`src/rtl/core/iwdg_pkg.sv`:
```
`timescale 1ns / 1ps
`default_nettype none
// ----------------------------------------------------------------------------
// Independent watchdog package
// Shared widths, key words, register codes and types for the watchdog core.
// ----------------------------------------------------------------------------
package iwdg_pkg;

  // Width of the watchdog down-counter and the reload register.
  localparam int COUNT_WIDTH = 12;
  // Width of the bus write data and of the read data and count result fields.
  localparam int DATA_W      = 16;
  localparam int OUT_W       = 12;
  localparam int CODE_W      = 3;
  localparam int DIV_CNT_W   = 8;
  localparam int DIV_W       = DIV_CNT_W + 1;

  localparam logic [DATA_W-1:0] KEY_UNLOCK = 16'h5555;
  localparam logic [DATA_W-1:0] KEY_RELOAD = 16'hAAAA;
  localparam logic [DATA_W-1:0] KEY_START  = 16'hCCCC;

  typedef enum logic [1:0] {
    MODE_WRITE = 2'd0,
    MODE_READ  = 2'd1,
    MODE_TICK  = 2'd2,
    MODE_NONE  = 2'd3
  } mode_e;

  typedef enum logic [1:0] {
    ADDR_KEY      = 2'd0,
    ADDR_PRESCALE = 2'd1,
    ADDR_RELOAD   = 2'd2,
    ADDR_STATUS   = 2'd3
  } addr_e;

  // One accepted transaction from the input side.
  typedef struct packed {
    logic [DATA_W-1:0] data;
    addr_e             addr;
    mode_e             mode;
  } item_t;

  // Control handed from the register block to the counter block.
  typedef struct packed {
    logic                   tick;
    logic                   running;
    logic [CODE_W-1:0]      prescale_code;
    logic                   load;
    logic [COUNT_WIDTH-1:0] reload_value;
  } ctrl_t;

  // Division ratio for a prescaler code: 4 << code, saturated at 256.
  function automatic logic [DIV_W-1:0] div_of_code(input logic [CODE_W-1:0] code);
    logic [DIV_W-1:0] d;
    begin
      case (code)
        3'd0:    d = DIV_W'(4);
        3'd1:    d = DIV_W'(8);
        3'd2:    d = DIV_W'(16);
        3'd3:    d = DIV_W'(32);
        3'd4:    d = DIV_W'(64);
        3'd5:    d = DIV_W'(128);
        default: d = DIV_W'(256);
      endcase
      return d;
    end
  endfunction

endpackage

`default_nettype wire

```
`src/rtl/core/iwdg_regs.sv`:
```
`timescale 1ns / 1ps
`default_nettype none
// ----------------------------------------------------------------------------
// Watchdog register block
// Key lock, start flag, prescaler and reload registers with pending copies.
// ----------------------------------------------------------------------------
module iwdg_regs (
  input  wire logic                  clk_i,
  input  wire logic                  rst_ni,
  input  wire logic                  step_i,
  input  wire iwdg_pkg::item_t       item_i,
  input  wire logic                  expire_i,
  output iwdg_pkg::ctrl_t            ctrl_o,
  output logic [iwdg_pkg::OUT_W-1:0] read_data_o
);

  logic                                running_q, running_d;
  logic                                unlocked_q, unlocked_d;
  logic [iwdg_pkg::CODE_W-1:0]         prescale_q, prescale_d;
  logic [iwdg_pkg::COUNT_WIDTH-1:0]    reload_q, reload_d;
  logic                                pre_busy_q, pre_busy_d;
  logic [iwdg_pkg::CODE_W-1:0]         pre_code_q, pre_code_d;
  logic                                rld_busy_q, rld_busy_d;
  logic [iwdg_pkg::COUNT_WIDTH-1:0]    rld_val_q, rld_val_d;
  logic                                tick;
  logic                                load;

  assign tick = step_i && (item_i.mode == iwdg_pkg::MODE_TICK);

  always_comb begin
    running_d   = running_q;
    unlocked_d  = unlocked_q;
    prescale_d  = prescale_q;
    reload_d    = reload_q;
    pre_busy_d  = pre_busy_q;
    pre_code_d  = pre_code_q;
    rld_busy_d  = rld_busy_q;
    rld_val_d   = rld_val_q;
    load        = 1'b0;
    read_data_o = '0;
    if (step_i) begin
      case (item_i.mode)
        iwdg_pkg::MODE_WRITE: begin
          case (item_i.addr)
            iwdg_pkg::ADDR_KEY: begin
              if (item_i.data == iwdg_pkg::KEY_UNLOCK) begin
                unlocked_d = 1'b1;
              end else begin
                unlocked_d = 1'b0;
                if (item_i.data == iwdg_pkg::KEY_RELOAD) begin
                  load = 1'b1;
                end else if (item_i.data == iwdg_pkg::KEY_START) begin
                  running_d = 1'b1;
                end
              end
            end
            iwdg_pkg::ADDR_PRESCALE: begin
              if (unlocked_q) begin
                pre_busy_d = 1'b1;
                pre_code_d = item_i.data[iwdg_pkg::CODE_W-1:0];
              end
            end
            iwdg_pkg::ADDR_RELOAD: begin
              if (unlocked_q) begin
                rld_busy_d = 1'b1;
                rld_val_d  = item_i.data[iwdg_pkg::COUNT_WIDTH-1:0];
              end
            end
            default: ;
          endcase
        end
        iwdg_pkg::MODE_READ: begin
          case (item_i.addr)
            iwdg_pkg::ADDR_PRESCALE: read_data_o = iwdg_pkg::OUT_W'(prescale_q);
            iwdg_pkg::ADDR_RELOAD:   read_data_o = iwdg_pkg::OUT_W'(reload_q);
            iwdg_pkg::ADDR_STATUS:   read_data_o = iwdg_pkg::OUT_W'({rld_busy_q, pre_busy_q});
            default:                 read_data_o = '0;
          endcase
        end
        iwdg_pkg::MODE_TICK: begin
          // Pending values land on the tick before the divider looks at them.
          if (pre_busy_q) begin
            prescale_d = pre_code_q;
            pre_busy_d = 1'b0;
            pre_code_d = '0;
          end
          if (rld_busy_q) begin
            reload_d   = rld_val_q;
            rld_busy_d = 1'b0;
            rld_val_d  = '0;
          end
        end
        default: ;
      endcase
      if (expire_i) begin
        running_d  = 1'b0;
        unlocked_d = 1'b0;
        prescale_d = '0;
        reload_d   = '1;
        pre_busy_d = 1'b0;
        pre_code_d = '0;
        rld_busy_d = 1'b0;
        rld_val_d  = '0;
      end
    end
  end

  always_comb begin
    ctrl_o.tick          = tick;
    ctrl_o.running       = running_q;
    ctrl_o.prescale_code = (tick && pre_busy_q) ? pre_code_q : prescale_q;
    ctrl_o.load          = load;
    ctrl_o.reload_value  = reload_q;
  end

  always_ff @(posedge clk_i or negedge rst_ni) begin
    if (!rst_ni) begin
      running_q  <= 1'b0;
      unlocked_q <= 1'b0;
      prescale_q <= '0;
      reload_q   <= '1;
      pre_busy_q <= 1'b0;
      pre_code_q <= '0;
      rld_busy_q <= 1'b0;
      rld_val_q  <= '0;
    end else begin
      running_q  <= running_d;
      unlocked_q <= unlocked_d;
      prescale_q <= prescale_d;
      reload_q   <= reload_d;
      pre_busy_q <= pre_busy_d;
      pre_code_q <= pre_code_d;
      rld_busy_q <= rld_busy_d;
      rld_val_q  <= rld_val_d;
    end
  end

endmodule

`default_nettype wire

```
`src/rtl/core/iwdg_counter.sv`:
```
`timescale 1ns / 1ps
`default_nettype none
// ----------------------------------------------------------------------------
// Watchdog counter
// Prescale divider and down-counter with expiry detection.
// ----------------------------------------------------------------------------
module iwdg_counter (
  input  wire logic                  clk_i,
  input  wire logic                  rst_ni,
  input  wire logic                  step_i,
  input  wire iwdg_pkg::ctrl_t       ctrl_i,
  output logic                       expire_o,
  output logic [iwdg_pkg::OUT_W-1:0] count_now_o,
  output logic [iwdg_pkg::COUNT_WIDTH-1:0] count_o
);

  logic [iwdg_pkg::DIV_CNT_W-1:0]   div_q, div_d;
  logic [iwdg_pkg::COUNT_WIDTH-1:0] cnt_q, cnt_d;
  logic [iwdg_pkg::DIV_W-1:0]       div_next;
  logic                             wrap;
  logic                             at_end;

  assign div_next = {1'b0, div_q} + iwdg_pkg::DIV_W'(1);
  assign wrap     = div_next >= iwdg_pkg::div_of_code(ctrl_i.prescale_code);
  assign at_end   = cnt_q <= iwdg_pkg::COUNT_WIDTH'(1);
  assign expire_o = step_i && ctrl_i.tick && ctrl_i.running && wrap && at_end;

  always_comb begin
    div_d = div_q;
    cnt_d = cnt_q;
    if (step_i) begin
      if (ctrl_i.load) begin
        cnt_d = ctrl_i.reload_value;
      end
      if (ctrl_i.tick && ctrl_i.running) begin
        if (wrap) begin
          div_d = '0;
          if (!at_end) begin
            cnt_d = cnt_q - iwdg_pkg::COUNT_WIDTH'(1);
          end
        end else begin
          div_d = div_next[iwdg_pkg::DIV_CNT_W-1:0];
        end
      end
      if (expire_o) begin
        div_d = '0;
        cnt_d = '1;
      end
    end
  end

  assign count_now_o = expire_o ? '0 : iwdg_pkg::OUT_W'(cnt_d);
  assign count_o     = cnt_q;

  always_ff @(posedge clk_i or negedge rst_ni) begin
    if (!rst_ni) begin
      div_q <= '0;
      cnt_q <= '1;
    end else begin
      div_q <= div_d;
      cnt_q <= cnt_d;
    end
  end

endmodule

`default_nettype wire

```
`src/rtl/core/independent_watchdog_regs_core.sv`:
```
`timescale 1ns / 1ps
`default_nettype none
// ----------------------------------------------------------------------------
// Independent watchdog register core
// Key, prescaler, reload and status registers around a prescaled down-counter.
// ----------------------------------------------------------------------------
// Each input transaction is a bus write, a bus read, one tick of the
// watchdog clock or a no-op, selected by the mode in s_axis_tuser. Every input
// transaction produces exactly one output transaction carrying the read data,
// the reset flag and the counter value after the operation. A transaction is
// captured in an input register, processed by the register block and the
// counter once the output register can take its result, and its result is
// written to the output register, so the core takes one transaction per cycle
// while the sink is ready. The result is offered from the output register
// after its transaction is processed. While the output register waits on the
// sink, the input register holds its transaction and the input side stalls.
// The rate is set by the single register update of the watchdog state
// per transaction. Writing key 0x5555
// unlocks the prescaler and reload registers, 0xAAAA reloads the counter,
// 0xCCCC starts the watchdog, and any other key locks again. Unlocked writes
// become effective on the next tick, with a busy bit visible in status until
// then. When the running counter expires, reset is flagged in the result and
// all state returns to its reset values.
// ----------------------------------------------------------------------------
module independent_watchdog_regs_core (
  input  wire logic        clk_i,
  input  wire logic        rst_ni,
  // Input stream.
  input  wire logic        s_axis_tvalid,
  output logic             s_axis_tready,
  input  wire logic [15:0] s_axis_tdata,  // [15:0] write_data
  input  wire logic [3:0]  s_axis_tuser,  // [1:0] mode, [3:2] reg_addr
  // Result stream.
  output logic             m_axis_tvalid,
  input  wire logic        m_axis_tready,
  output logic [31:0]      m_axis_tdata   // [11:0] read_data, [12] reset_out,
                                          // [24:13] count_now, [31:25] zero
);

  iwdg_pkg::item_t                  in_q;
  logic                             in_valid_q, in_valid_d;
  logic [31:0]                      out_q, out_d;
  logic                             out_valid_q, out_valid_d;
  logic                             advance;
  logic                             accept;
  iwdg_pkg::ctrl_t                  ctrl;
  logic                             expire;
  logic [iwdg_pkg::OUT_W-1:0]       read_data;
  logic [iwdg_pkg::OUT_W-1:0]       count_now;
  logic [iwdg_pkg::COUNT_WIDTH-1:0] count;

  // The held transaction moves on whenever the output register is empty or
  // its contents are being taken in this cycle.
  assign advance       = in_valid_q && (!out_valid_q || m_axis_tready);
  assign s_axis_tready = !in_valid_q || advance;
  assign accept        = s_axis_tvalid && s_axis_tready;
  assign in_valid_d    = accept || (in_valid_q && !advance);
  assign out_valid_d   = advance || (out_valid_q && !m_axis_tready);
  assign out_d         = {7'd0, count_now, expire, read_data};

  iwdg_regs u_regs (
    .clk_i       (clk_i),
    .rst_ni      (rst_ni),
    .step_i      (advance),
    .item_i      (in_q),
    .expire_i    (expire),
    .ctrl_o      (ctrl),
    .read_data_o (read_data)
  );

  iwdg_counter u_counter (
    .clk_i       (clk_i),
    .rst_ni      (rst_ni),
    .step_i      (advance),
    .ctrl_i      (ctrl),
    .expire_o    (expire),
    .count_now_o (count_now),
    .count_o     (count)
  );

  always_ff @(posedge clk_i or negedge rst_ni) begin
    if (!rst_ni) begin
      in_valid_q  <= 1'b0;
      out_valid_q <= 1'b0;
    end else begin
      in_valid_q  <= in_valid_d;
      out_valid_q <= out_valid_d;
    end
  end

  // Payload registers carry no reset.
  always_ff @(posedge clk_i) begin
    if (accept) begin
      in_q.mode <= iwdg_pkg::mode_e'(s_axis_tuser[1:0]);
      in_q.addr <= iwdg_pkg::addr_e'(s_axis_tuser[3:2]);
      in_q.data <= s_axis_tdata;
    end
    if (advance) begin
      out_q <= out_d;
    end
  end

  assign m_axis_tvalid = out_valid_q;
  assign m_axis_tdata  = out_q;

  // A result that reports expiry always shows a cleared counter.
  assert property (@(posedge clk_i) disable iff (!rst_ni)
    m_axis_tvalid && m_axis_tdata[12] |-> m_axis_tdata[24:13] == '0)
    else $error("expiry result with nonzero count");

  // After an expiry the counter is back at its reset value.
  assert property (@(posedge clk_i) disable iff (!rst_ni)
    advance && expire |=> count == '1)
    else $error("counter not restored after expiry");

  // A processed transaction always leaves a result in the output register.
  assert property (@(posedge clk_i) disable iff (!rst_ni)
    advance |=> m_axis_tvalid)
    else $error("processed transaction produced no result");

  // Expiry only happens on a watchdog clock tick.
  assert property (@(posedge clk_i) disable iff (!rst_ni)
    expire |-> in_q.mode == iwdg_pkg::MODE_TICK)
    else $error("expiry outside a tick");

endmodule

`default_nettype wire
```
`config.mk`:
```
export PLATFORM = sky130hd
export DESIGN_NAME = independent_watchdog_regs_core
export DESIGN_NICKNAME = d
export VERILOG_FILES = /design/src/rtl/core/iwdg_pkg.sv /design/src/rtl/core/iwdg_regs.sv /design/src/rtl/core/iwdg_counter.sv /design/src/rtl/core/independent_watchdog_regs_core.sv
export SDC_FILE = /design/constraint.sdc
export NUM_CORES = 1
export LEC_CHECK = 0
export BUFFER_PORTS_ARGS = -buffer_cell sky130_fd_sc_hd__buf_4
export CELL_PAD_IN_SITES_DETAIL_PLACEMENT = 1
export CELL_PAD_IN_SITES_GLOBAL_PLACEMENT = 2
export CORE_UTILIZATION = 35
export DETAILED_ROUTE_END_ITERATION = 6
export PLACE_DENSITY_LB_ADDON = 0.1
export SLEW_MARGIN = 25
export SYNTH_ARGS = -nofsm -noshare
export SYNTH_HDL_FRONTEND = slang
export SYNTH_SLANG_ARGS = --single-unit
export TNS_END_PERCENT = 10
```
`constraint.sdc`:
```
create_clock -name clk_i -period 3.4 [get_ports clk_i]
set_clock_uncertainty 0.1 [all_clocks]
set_input_delay 0.34 -clock clk_i [delete_from_list [all_inputs] [get_ports clk_i]]
set_output_delay 0.34 -clock clk_i [all_outputs]
set_load 0.03 [all_outputs]
```
==> results of run 1 <==
-- power groups by stage --
| stage | Sequential, W | Clock, W | Combinational (W) |
|---|---|---|---|
| 2_1_floorplan | 0.00169 | 0 | 0.000417 |
| 3_5_place_dp | 0.00170 | 0 | 0.000711 |
| 5_1_grt | 0.00172 | 0.00113 | 0.000896 |
| 4_1_cts | 0.00168 | 0.00109 | 0.000716 |
| 6_report | 0.00169 | 0.00107 | 0.000810 |
| 3_3_place_gp | 0.00170 | 0 | 0.000677 |
-- critical path, stage by stage (launching register included) --
cell and delay [ns]:
dfrtp_2 0.43, nand2b_4 0.08, nand2_2 0.06, inv_2 0.08, nand3_4 0.13, buf_6 0.17, mux2i_4 0.19, and3_1 0.16
ha_1 0.28, a41oi_2 0.20, inv_1 0.08, buf_4 0.13, o211a_1 0.25, o21ai_2 0.15, mux2_2 0.35, o221a_2 0.25
-- cells in the final DEF, fill, tap and decap left out, drive strengths merged, types with 15 or more instances in the layout --
cell type	instances
nor2	46
mux2i	17
a22o	15
edfxtp	45
dfrtp	32
dfstp	24
buf	90
nand2	32
inv	23
a21oi	20
-- timing repair --
action / in CTS / in global routing
hold endpoints to repair: 26 / 0
setup buffers: 0 / 11
endpoints found under the setup margin: 17 / 46
hold buffers: 1 / 0
pin swaps: 0 / 12
resized for setup: 1 / 31
cloned: 0 / 1
-- per-layer routing --
metal | vias to the layer above | GRT usage
met5 | - | 0
met4 | 0 | 0.0687
met3 | 13 | 0.0268
met2 | 50 | 0.289
met1 | 1819 | 0.241
li1 | 1749 | -
-- worst paths after layout --
path / from / end / slack (ns) / cells after the start
worst max-delay path: m_axis_tvalid / m_axis_tdata[15] / 0.07 / 15
worst min-delay path: s_axis_tdata[8] / in_q[12] / 0.06 / 1
worst max register to register: m_axis_tvalid / m_axis_tdata[15] / 0.07 / 15
worst min register to register: u_regs.reload_q[5] / u_regs.reload_q[5] / 0.39 / 2
max in group asynchronous: rst_ni / m_axis_tvalid / 2.13 / 2
min in group asynchronous: rst_ni / u_counter.div_q[2] / 0.47 / 2
-- registers in the layout (all words and copies together) (netlist names), 3 cells and up --
register and cells:
m_axis_tdata 25, in_q 20, u_counter.count_o 12, u_regs.reload_q 12, u_regs.rld_val_q 12, u_counter.div_q 8
u_regs.pre_code_q 3, u_regs.prescale_q 3
-- area by class of cell --
type                       instances  area (um2)  area share
multi-input combinational        296        2170       0.345
sequential                       101        2780       0.441
clock inverter                     6        71.3      0.0113
tap                              180         225      0.0357
clock buffer                      10         229      0.0363
timing repair buffer              92         743       0.118
inverter                          21        78.8      0.0125
-- per-stage QoR --
step | power (W) | TNS [ns] | setup slack, ns
detailed placement | 0.00241 | -4.16 | -0.266
CTS | 0.00349 | -0.0671 | -0.0202
global route | 0.00374 | -1.87 | -0.111
floorplan | 0.00211 | 0 | 0.0137
finish | 0.00357 | 0 | 0.0663
global placement | 0.00238 | -1.27 | -0.107
-- cells by family after synthesis --
family	count (synthesis)	synth area share
muxes	22	0.0458
DFF	101	0.562
other	1	0.000758
buffers and inverters	41	0.0435
adders and majority gates	11	0.0278
and+or+nand+nor	161	0.178
xor gates and xnor gates	6	0.0106
AOI/OAI and AO/OA	89	0.131
==> flow_metrics.tcl, run 1 <==
set metrics [dict create \
    max_freq_mhz 300 \
    hold_viol 0 \
    core_mm2 0.0138 \
    grt_antenna_before_repair 0 \
    gr-total-overflow 0 \
    hold_ws_ns 0.0613 \
    fin_crit_sh 0.981 \
    grt_max_degree 57 \
    wire_per_inst_um 17.7 \
    n_antenna_cell 0 \
    clkTransAtPathRegs_ns 0.07 \
    cts_root_buffer "clkbuf_16" \
    placed_area_mm2 0.00571 \
    h-tree-depth 3 \
    fin_nets 556 \
    crit_path_max_fanout 4 \
    combPwrFrac 0.227 \
    endpoint_kind "register" \
    grt_pass1_vias 3695 \
    grt_util_all_layers 0.179 \
    row_count 43 \
    syn_inst 432 \
    yosysUniqueCellTypes 70 \
    swShare 0.304 \
    cts_made_buffers 9 \
    post-place-cells 677 \
    ant_nets 0 \
    die_x_um 121 \
    status "finished, final reports clean" \
    clockBufferDepth 2 \
    syn2layout_area_growth_pct 27.5 \
    report.final.slew_viol_count 0 \
    grt_pass1_wl_um 19700 \
    cp-start-kind "register" \
    p_int_w 0.00249 \
    drt-total-wl_um 12500 \
    synth.most_common_cell "nor2_1" \
    path_class "register to register" \
    syn_area_mm2 0.00495 \
    port_buffers 50 \
    via_per_inst 5.14 \
    dieArea_mm2 0.0146 \
    tightest_slew_ns 0.919 \
    ir_worst_vdd_uv 239 \
    fin_util 0.456 \
    clk_latency_ns 0.35 \
    power_switching_w 0.00108 \
    fillers 1467 \
    ioPinCount 58 \
    ys_warn_count 0 \
    ys_seq_area_frac 0.562 \
    required_ns 3.40 \
    gp_congestion 0.791 \
    async_reset_ff_frac 0.554 \
    drtIter0Drc 114 \
    p_clk_frac 0.299 \
    max_slew_margin 0.378 \
    top_layer_used "met4" \
    vias 3631 \
    p_per_area_mw_per_mm2 566 \
    rsz0062_at_grt "yes" \
    synth_area_leaders "edfxtp_1 27%, dfrtp_1 16%, dfstp_2 13%" \
    setup_violations 0 \
    min_period_ns 3.33 \
    synth-main-ff-cell "edfxtp_1" \
    hold_path_class "primary input to register" \
    cp.arrival_ns 3.33 \
    p_seq_frac 0.474 \
    layout-drive-gt1-share 0.338 \
    cts_tree "yes" \
    met1_length_um 5970 \
    layoutNonFillerInstCount 706 \
    wl_met2_um 6060 \
    die_y_um 121 \
    drtPass1Iterations 4 \
    max-cap-violations 0 \
    synth-edff-count 45 \
    synth_common_cells "46 x nor2_1, 45 x edfxtp_1, 32 x dfrtp_1" \
    yosysTopAreaCell "edfxtp_1" \
    yosysTopAreaCellShare 0.273 \
    cts_sinks 101 \
    final_cell_area_mm2 0.00631 \
    initial_core_util 0.358 \
    leakagePower_nw 2.65 \
    drc 0 \
    route.met3.wl_um 251 \
    ys_ff_latch 101 \
    syn_area_per_cell_um2 11.5 \
    hpwl_um 9040 \
]
(Power assumes the default switching activity.)
==> inputs of run 2 (changes only) <==
--- a/config.mk
+++ b/config.mk
@@ -8,7 +8,7 @@
 export BUFFER_PORTS_ARGS = -buffer_cell sky130_fd_sc_hd__buf_4
 export CELL_PAD_IN_SITES_DETAIL_PLACEMENT = 1
 export CELL_PAD_IN_SITES_GLOBAL_PLACEMENT = 2
-export CORE_UTILIZATION = 35
+export CORE_UTILIZATION = 42
 export DETAILED_ROUTE_END_ITERATION = 6
 export PLACE_DENSITY_LB_ADDON = 0.1
 export SLEW_MARGIN = 25
==> constraint.sdc (replaced) <==
create_clock -name clk_i -period 4.25 [get_ports clk_i]
set_clock_uncertainty 0.1 [all_clocks]
set_input_delay 0.425 -clock clk_i [delete_from_list [all_inputs] [get_ports clk_i]]
set_output_delay 0.425 -clock clk_i [all_outputs]
set_load 0.03 [all_outputs]
==> flow_metrics.tcl, run 2 (synthesis results as in run 1) <==
set metrics [dict create \
    report.final.slew_viol_count 0 \
    swShare 0.299 \
    setup_violations 0 \
    cts_root_buffer "clkbuf_16" \
    grt_util_all_layers 0.207 \
    path_class "register to register" \
    min_period_ns 3.94 \
    max_freq_mhz 254 \
    crit_path_cell_trace "and2b_4 > nand3_2 > mux2i_2 > buf_4 > or2_2 > ha_1 > nand2_1 > nor2_1 > o211ai_1 > a21oi_2 > mux2_2 > a21oi_1" \
    fin_nets 522 \
    grt_antenna_before_repair 0 \
    max_slew_margin 0.400 \
    endpoint_kind "register" \
    max-cap-violations 0 \
    drtPass1Iterations 4 \
    fillers 1238 \
    clkTransAtPathRegs_ns 0.07 \
    p_per_area_mw_per_mm2 463 \
    post_cts_buffers 0 \
    ir_worst_vdd_uv 331 \
    path_delay_family "simple AND/OR/NAND/NOR gates" \
    drt-total-wl_um 11900 \
    fin_util 0.501 \
    layout-drive-gt1-share 0.252 \
    ant_nets 0 \
    gp_congestion 0.806 \
    largest_reg_flops 25 \
    p_seq_frac 0.504 \
    vias 3526 \
    cts_sinks 101 \
    critPathBufInv 1 \
    place_ws_ns 0.118 \
    n_antenna_cell 0 \
    core_mm2 0.0115 \
    wire_per_inst_um 18.8 \
    final_common_cell "buf_4" \
    grt_pass1_vias 3774 \
    cts_tree "yes" \
    row_count 39 \
    tightest_slew_ns 0.900 \
    p_clk_frac 0.302 \
    ioPinCount 58 \
    p_int_w 0.00187 \
    syn2layout_area_growth_pct 16.2 \
    hpwl_um 8510 \
    crit_path_max_fanout 14 \
    drc 0 \
    fin_crit_sh 0.928 \
    die_y_um 111 \
    gr-total-overflow 0 \
    clk_latency_ns 0.35 \
    leakagePower_nw 2.45 \
    hold_path_class "primary input to asynchronous set/reset pin" \
    grt_max_degree 57 \
    clockBufferDepth 2 \
    drtIter0Drc 179 \
    die_x_um 111 \
    cp-start-kind "register" \
    dieArea_mm2 0.0122 \
    hold_viol 0 \
    combPwrFrac 0.194 \
    initial_core_util 0.431 \
    cp_slowest_cell "a21oi_2" \
    layout_setup_ws_ns 0.307 \
    final_cell_mix "57 x buf_4, 46 x nor2_1, 45 x edfxtp_1" \
    power_switching_w 0.000794 \
    via_per_inst 5.55 \
    p_total_w 0.00266 \
    cts_made_buffers 9 \
    grt_pass1_wl_um 19500 \
    slowest_delay_ns 0.66 \
    required_ns 4.35 \
    port_buffers 50 \
    h-tree-depth 3 \
    cp.arrival_ns 4.04 \
    status "finished, final reports clean" \
]
-- run 2: timing repair --
action,4_1_cts,5_1_grt
gates resized for setup,0,5
hold buffers,0,0
endpoints found under the setup margin,0,32
hold endpoints to repair,0,0
-- run 2: layout make-up --
| cell class | instances | area, um2 | share of cell area |
|---|---|---|---|
| clock buffers | 10 | 239 | 0.0416 |
| multi-input cells | 296 | 1990 | 0.346 |
| inverters | 21 | 78.8 | 0.0137 |
| clock inverters | 6 | 43.8 | 0.00762 |
| repair buffers | 58 | 439 | 0.0764 |
| flip-flops and latches | 101 | 2780 | 0.484 |
| well taps | 143 | 179 | 0.0311 |
-- run 2: power by group through the flow --
stage                     Sequential (W)  Clock (W)  Combinational [W]
after CTS                        0.00134   0.000826           0.000523
after floorplan                  0.00135          0           0.000324
after global routing             0.00136   0.000859           0.000581
after global placement           0.00135          0           0.000498
final                            0.00134   0.000802           0.000516
after detailed placement         0.00136          0           0.000519
-- run 2: per-stage QoR --
step                cells  setup TNS [ns]  area [um2]  hold slack, ns
floorplan             438               0        4970          0.0294
global placement      619               0        5450           0.365
detailed placement    619               0        5450           0.371
CTS                   635               0        5730          0.0667
global route          635        -0.00901        5750          0.0968
finish                635               0        5750          0.0404
-- run 2: final timing paths --
check	startpoint	end	slack, ns	depth (start not counted)
min in group clk_i	s_axis_tdata[9]	in_q[13]	0.14	1
max in group asynchronous	rst_ni	u_regs.prescale_q[0]	3.51	1
hold reg to reg	u_regs.reload_q[5]	u_regs.reload_q[5]	0.38	2
setup / recovery	in_q[0]	m_axis_tdata[24]	0.31	12
setup reg to reg	in_q[0]	m_axis_tdata[24]	0.31	12
hold / removal	rst_ni	u_counter.div_q[5]	0.04	1
-- run 2: routing by layer --
metal	routed length, um	vias to the layer above	part of all wire	global-route usage
met5	0	-	0	0
met4	236	0	0.020	0.0756
met3	402	12	0.034	0.0499
met2	6060	69	0.51	0.356
met1	5250	1765	0.44	0.252
li1	-	1680	-	-
==> inputs of run 3 (changes only) <==
--- a/config.mk
+++ b/config.mk
@@ -8,9 +8,9 @@
 export BUFFER_PORTS_ARGS = -buffer_cell sky130_fd_sc_hd__buf_4
 export CELL_PAD_IN_SITES_DETAIL_PLACEMENT = 1
 export CELL_PAD_IN_SITES_GLOBAL_PLACEMENT = 2
-export CORE_UTILIZATION = 42
+export CORE_UTILIZATION = 39
 export DETAILED_ROUTE_END_ITERATION = 6
-export PLACE_DENSITY_LB_ADDON = 0.1
+export PLACE_DENSITY = 0.9
 export SLEW_MARGIN = 25
 export SYNTH_ARGS = -nofsm -noshare
 export SYNTH_HDL_FRONTEND = slang
==> constraint.sdc (replaced) <==
create_clock -name clk_i -period 4.07 [get_ports clk_i]
set_clock_uncertainty 0.1 [all_clocks]
set_input_delay 0.407 -clock clk_i [delete_from_list [all_inputs] [get_ports clk_i]]
set_output_delay 0.407 -clock clk_i [all_outputs]
set_load 0.03 [all_outputs]
==> flow_metrics.tcl, run 3 (synthesis results as in run 1) <==
set metrics [dict create \
    required_ns 4.25 \
    report.final.slew_viol_count 0 \
    leakagePower_nw 2.47 \
    largest_reg_flops 25 \
    min_period_ns 3.71 \
    drtIter0Drc 155 \
    dieArea_mm2 0.0131 \
    combPwrFrac 0.188 \
    power_switching_w 0.000840 \
    hold_ws_ns 0.0213 \
    gr-total-overflow 0 \
    swShare 0.293 \
    fillers 1366 \
    gp_congestion 0.838 \
    grt_util_all_layers 0.188 \
    p_seq_frac 0.489 \
    drc 0 \
    fin_crit_sh 0.911 \
    max_slew_margin 0.464 \
    setup_violations 0 \
    vias 3528 \
    post_cts_buffers 0 \
    status "finished, final reports clean" \
    max-cap-violations 0 \
    setup_tns_ns 0 \
    cp-start-kind "register" \
    row_count 40 \
    p_total_w 0.00287 \
    p_int_w 0.00203 \
    grt_antenna_before_repair 0 \
    hold_path_class "primary input to asynchronous set/reset pin" \
    h-tree-depth 3 \
    die_x_um 115 \
    ioPinCount 58 \
    cts_made_buffers 9 \
    ir_worst_vdd_uv 286 \
    endpoint_kind "register" \
    clk_latency_ns 0.36 \
    hpwl_um 8200 \
    p_per_area_mw_per_mm2 491 \
    drt-total-wl_um 11400 \
    port_buffers 50 \
    core_mm2 0.0122 \
    max_freq_mhz 270 \
    cts_hold_buf 0 \
    die_y_um 115 \
    clkTransAtPathRegs_ns 0.07 \
    fin_nets 523 \
    n_antenna_cell 0 \
    grt_pass1_wl_um 18700 \
    cts_resized 0 \
    final_cell_mix "58 x buf_4, 46 x nor2_1, 45 x edfxtp_1" \
    multiInputGateArea_mm2 0.00200 \
    hold_viol 0 \
    final_common_cell "buf_4" \
    clockBufferDepth 2 \
    cts_tree "yes" \
    cp.arrival_ns 3.89 \
    seq_area_mm2 0.00278 \
    crit_path_max_fanout 21 \
    via_per_inst 5.34 \
    cts_sinks 101 \
    cts_root_buffer "clkbuf_16" \
    p_clk_frac 0.322 \
    grt_max_degree 57 \
    ant_nets 0 \
    grt_pass1_vias 3579 \
    initial_core_util 0.405 \
    tightest_slew_ns 0.804 \
    layout-drive-gt1-share 0.252 \
    syn2layout_area_growth_pct 18.1 \
    drtPass1Iterations 4 \
    wire_per_inst_um 17.2 \
    path_class "register to register" \
]
==> run 3: cell count changes in the layout (fill, tap and decap cells not counted) <==
| cell | delta |
|---|---|
| a21oi_4 | +1 |
| nand2_2 | -1 |
| inv_6 | -1 |
| nand2_1 | +1 |
| a21oi_2 | -1 |
| mux2i_4 | +1 |
| clkinv_8 | +1 |
| inv_4 | -1 |
| bufinv_16 | +1 |
| clkbuf_8 | +1 |
| buf_4 | +1 |
| inv_2 | -1 |
| mux2i_2 | -1 |
==> run 3: per-layer routing <==
metal | share of wire | GRT usage | vias up | wire length (um)
met2 | 0.48 | 0.308 | 61 | 5510
met1 | 0.47 | 0.247 | 1774 | 5320
met4 | 0.022 | 0.0892 | 0 | 245
met5 | 0 | 0 | - | 0
li1 | - | - | 1678 | -
met3 | 0.026 | 0.0275 | 15 | 299
==> run 3: cell type report <==
class / instances / area share
Sequential cell: 101 / 0.476
Tap cell: 168 / 0.0360
Multi-Input combinational cell: 296 / 0.342
Timing Repair Buffer: 59 / 0.0764
Clock inverter: 5 / 0.0118
Inverter: 21 / 0.0139
Clock buffer: 11 / 0.0433
==> run 3: per-stage QoR <==
step	area [um2]	setup WS, ns	cells	util
4_1_cts	5810	0.00443	661	0.476
2_1_floorplan	4970	0.320	438	-
3_3_place_gp	5490	0.108	645	0.449
5_1_grt	5840	-0.0172	661	0.478
6_report	5840	0.362	661	0.478
3_5_place_dp	5490	-0.0956	645	0.449
==> run 3: worst max-delay path: stages, from the launching register on <==
cell,delay [ns]
edfxtp_1,0.45
and2b_4,0.35
nand3_2,0.19
mux2i_4,0.26
nor2b_1,0.20
nand2_1,0.08
ha_1,0.31
a41oi_1,0.27
inv_1,0.09
o211ai_1,0.30
nand2_1,0.14
nand2_2,0.16
inv_4,0.12
o211ai_2,0.17
buf_6,0.21
mux2i_1,0.22
==> run 3: power by group through the flow <==
stage	logic, W	registers [W]	clock network [W]
floorplan	0.000338	0.00141	0
global placement	0.000511	0.00141	0
detailed placement	0.000531	0.00142	0
CTS	0.000538	0.00140	0.000944
global route	0.000600	0.00142	0.000972
finish	0.000540	0.00140	0.000924
==> run 3: final timing paths <==
check / from / end / slack [ns] / cells after the start
max: in_q[0] / u_regs.reload_q[5] / 0.36 / 15
min: rst_ni / u_regs.rld_val_q[7] / 0.02 / 1
max reg2reg: in_q[0] / u_regs.reload_q[5] / 0.36 / 15
min reg2reg: u_regs.reload_q[7] / u_regs.reload_q[7] / 0.39 / 2
max in group asynchronous: rst_ni / u_counter.div_q[7] / 3.35 / 1
min in group clk_i: s_axis_tuser[0] / in_q[0] / 0.12 / 1
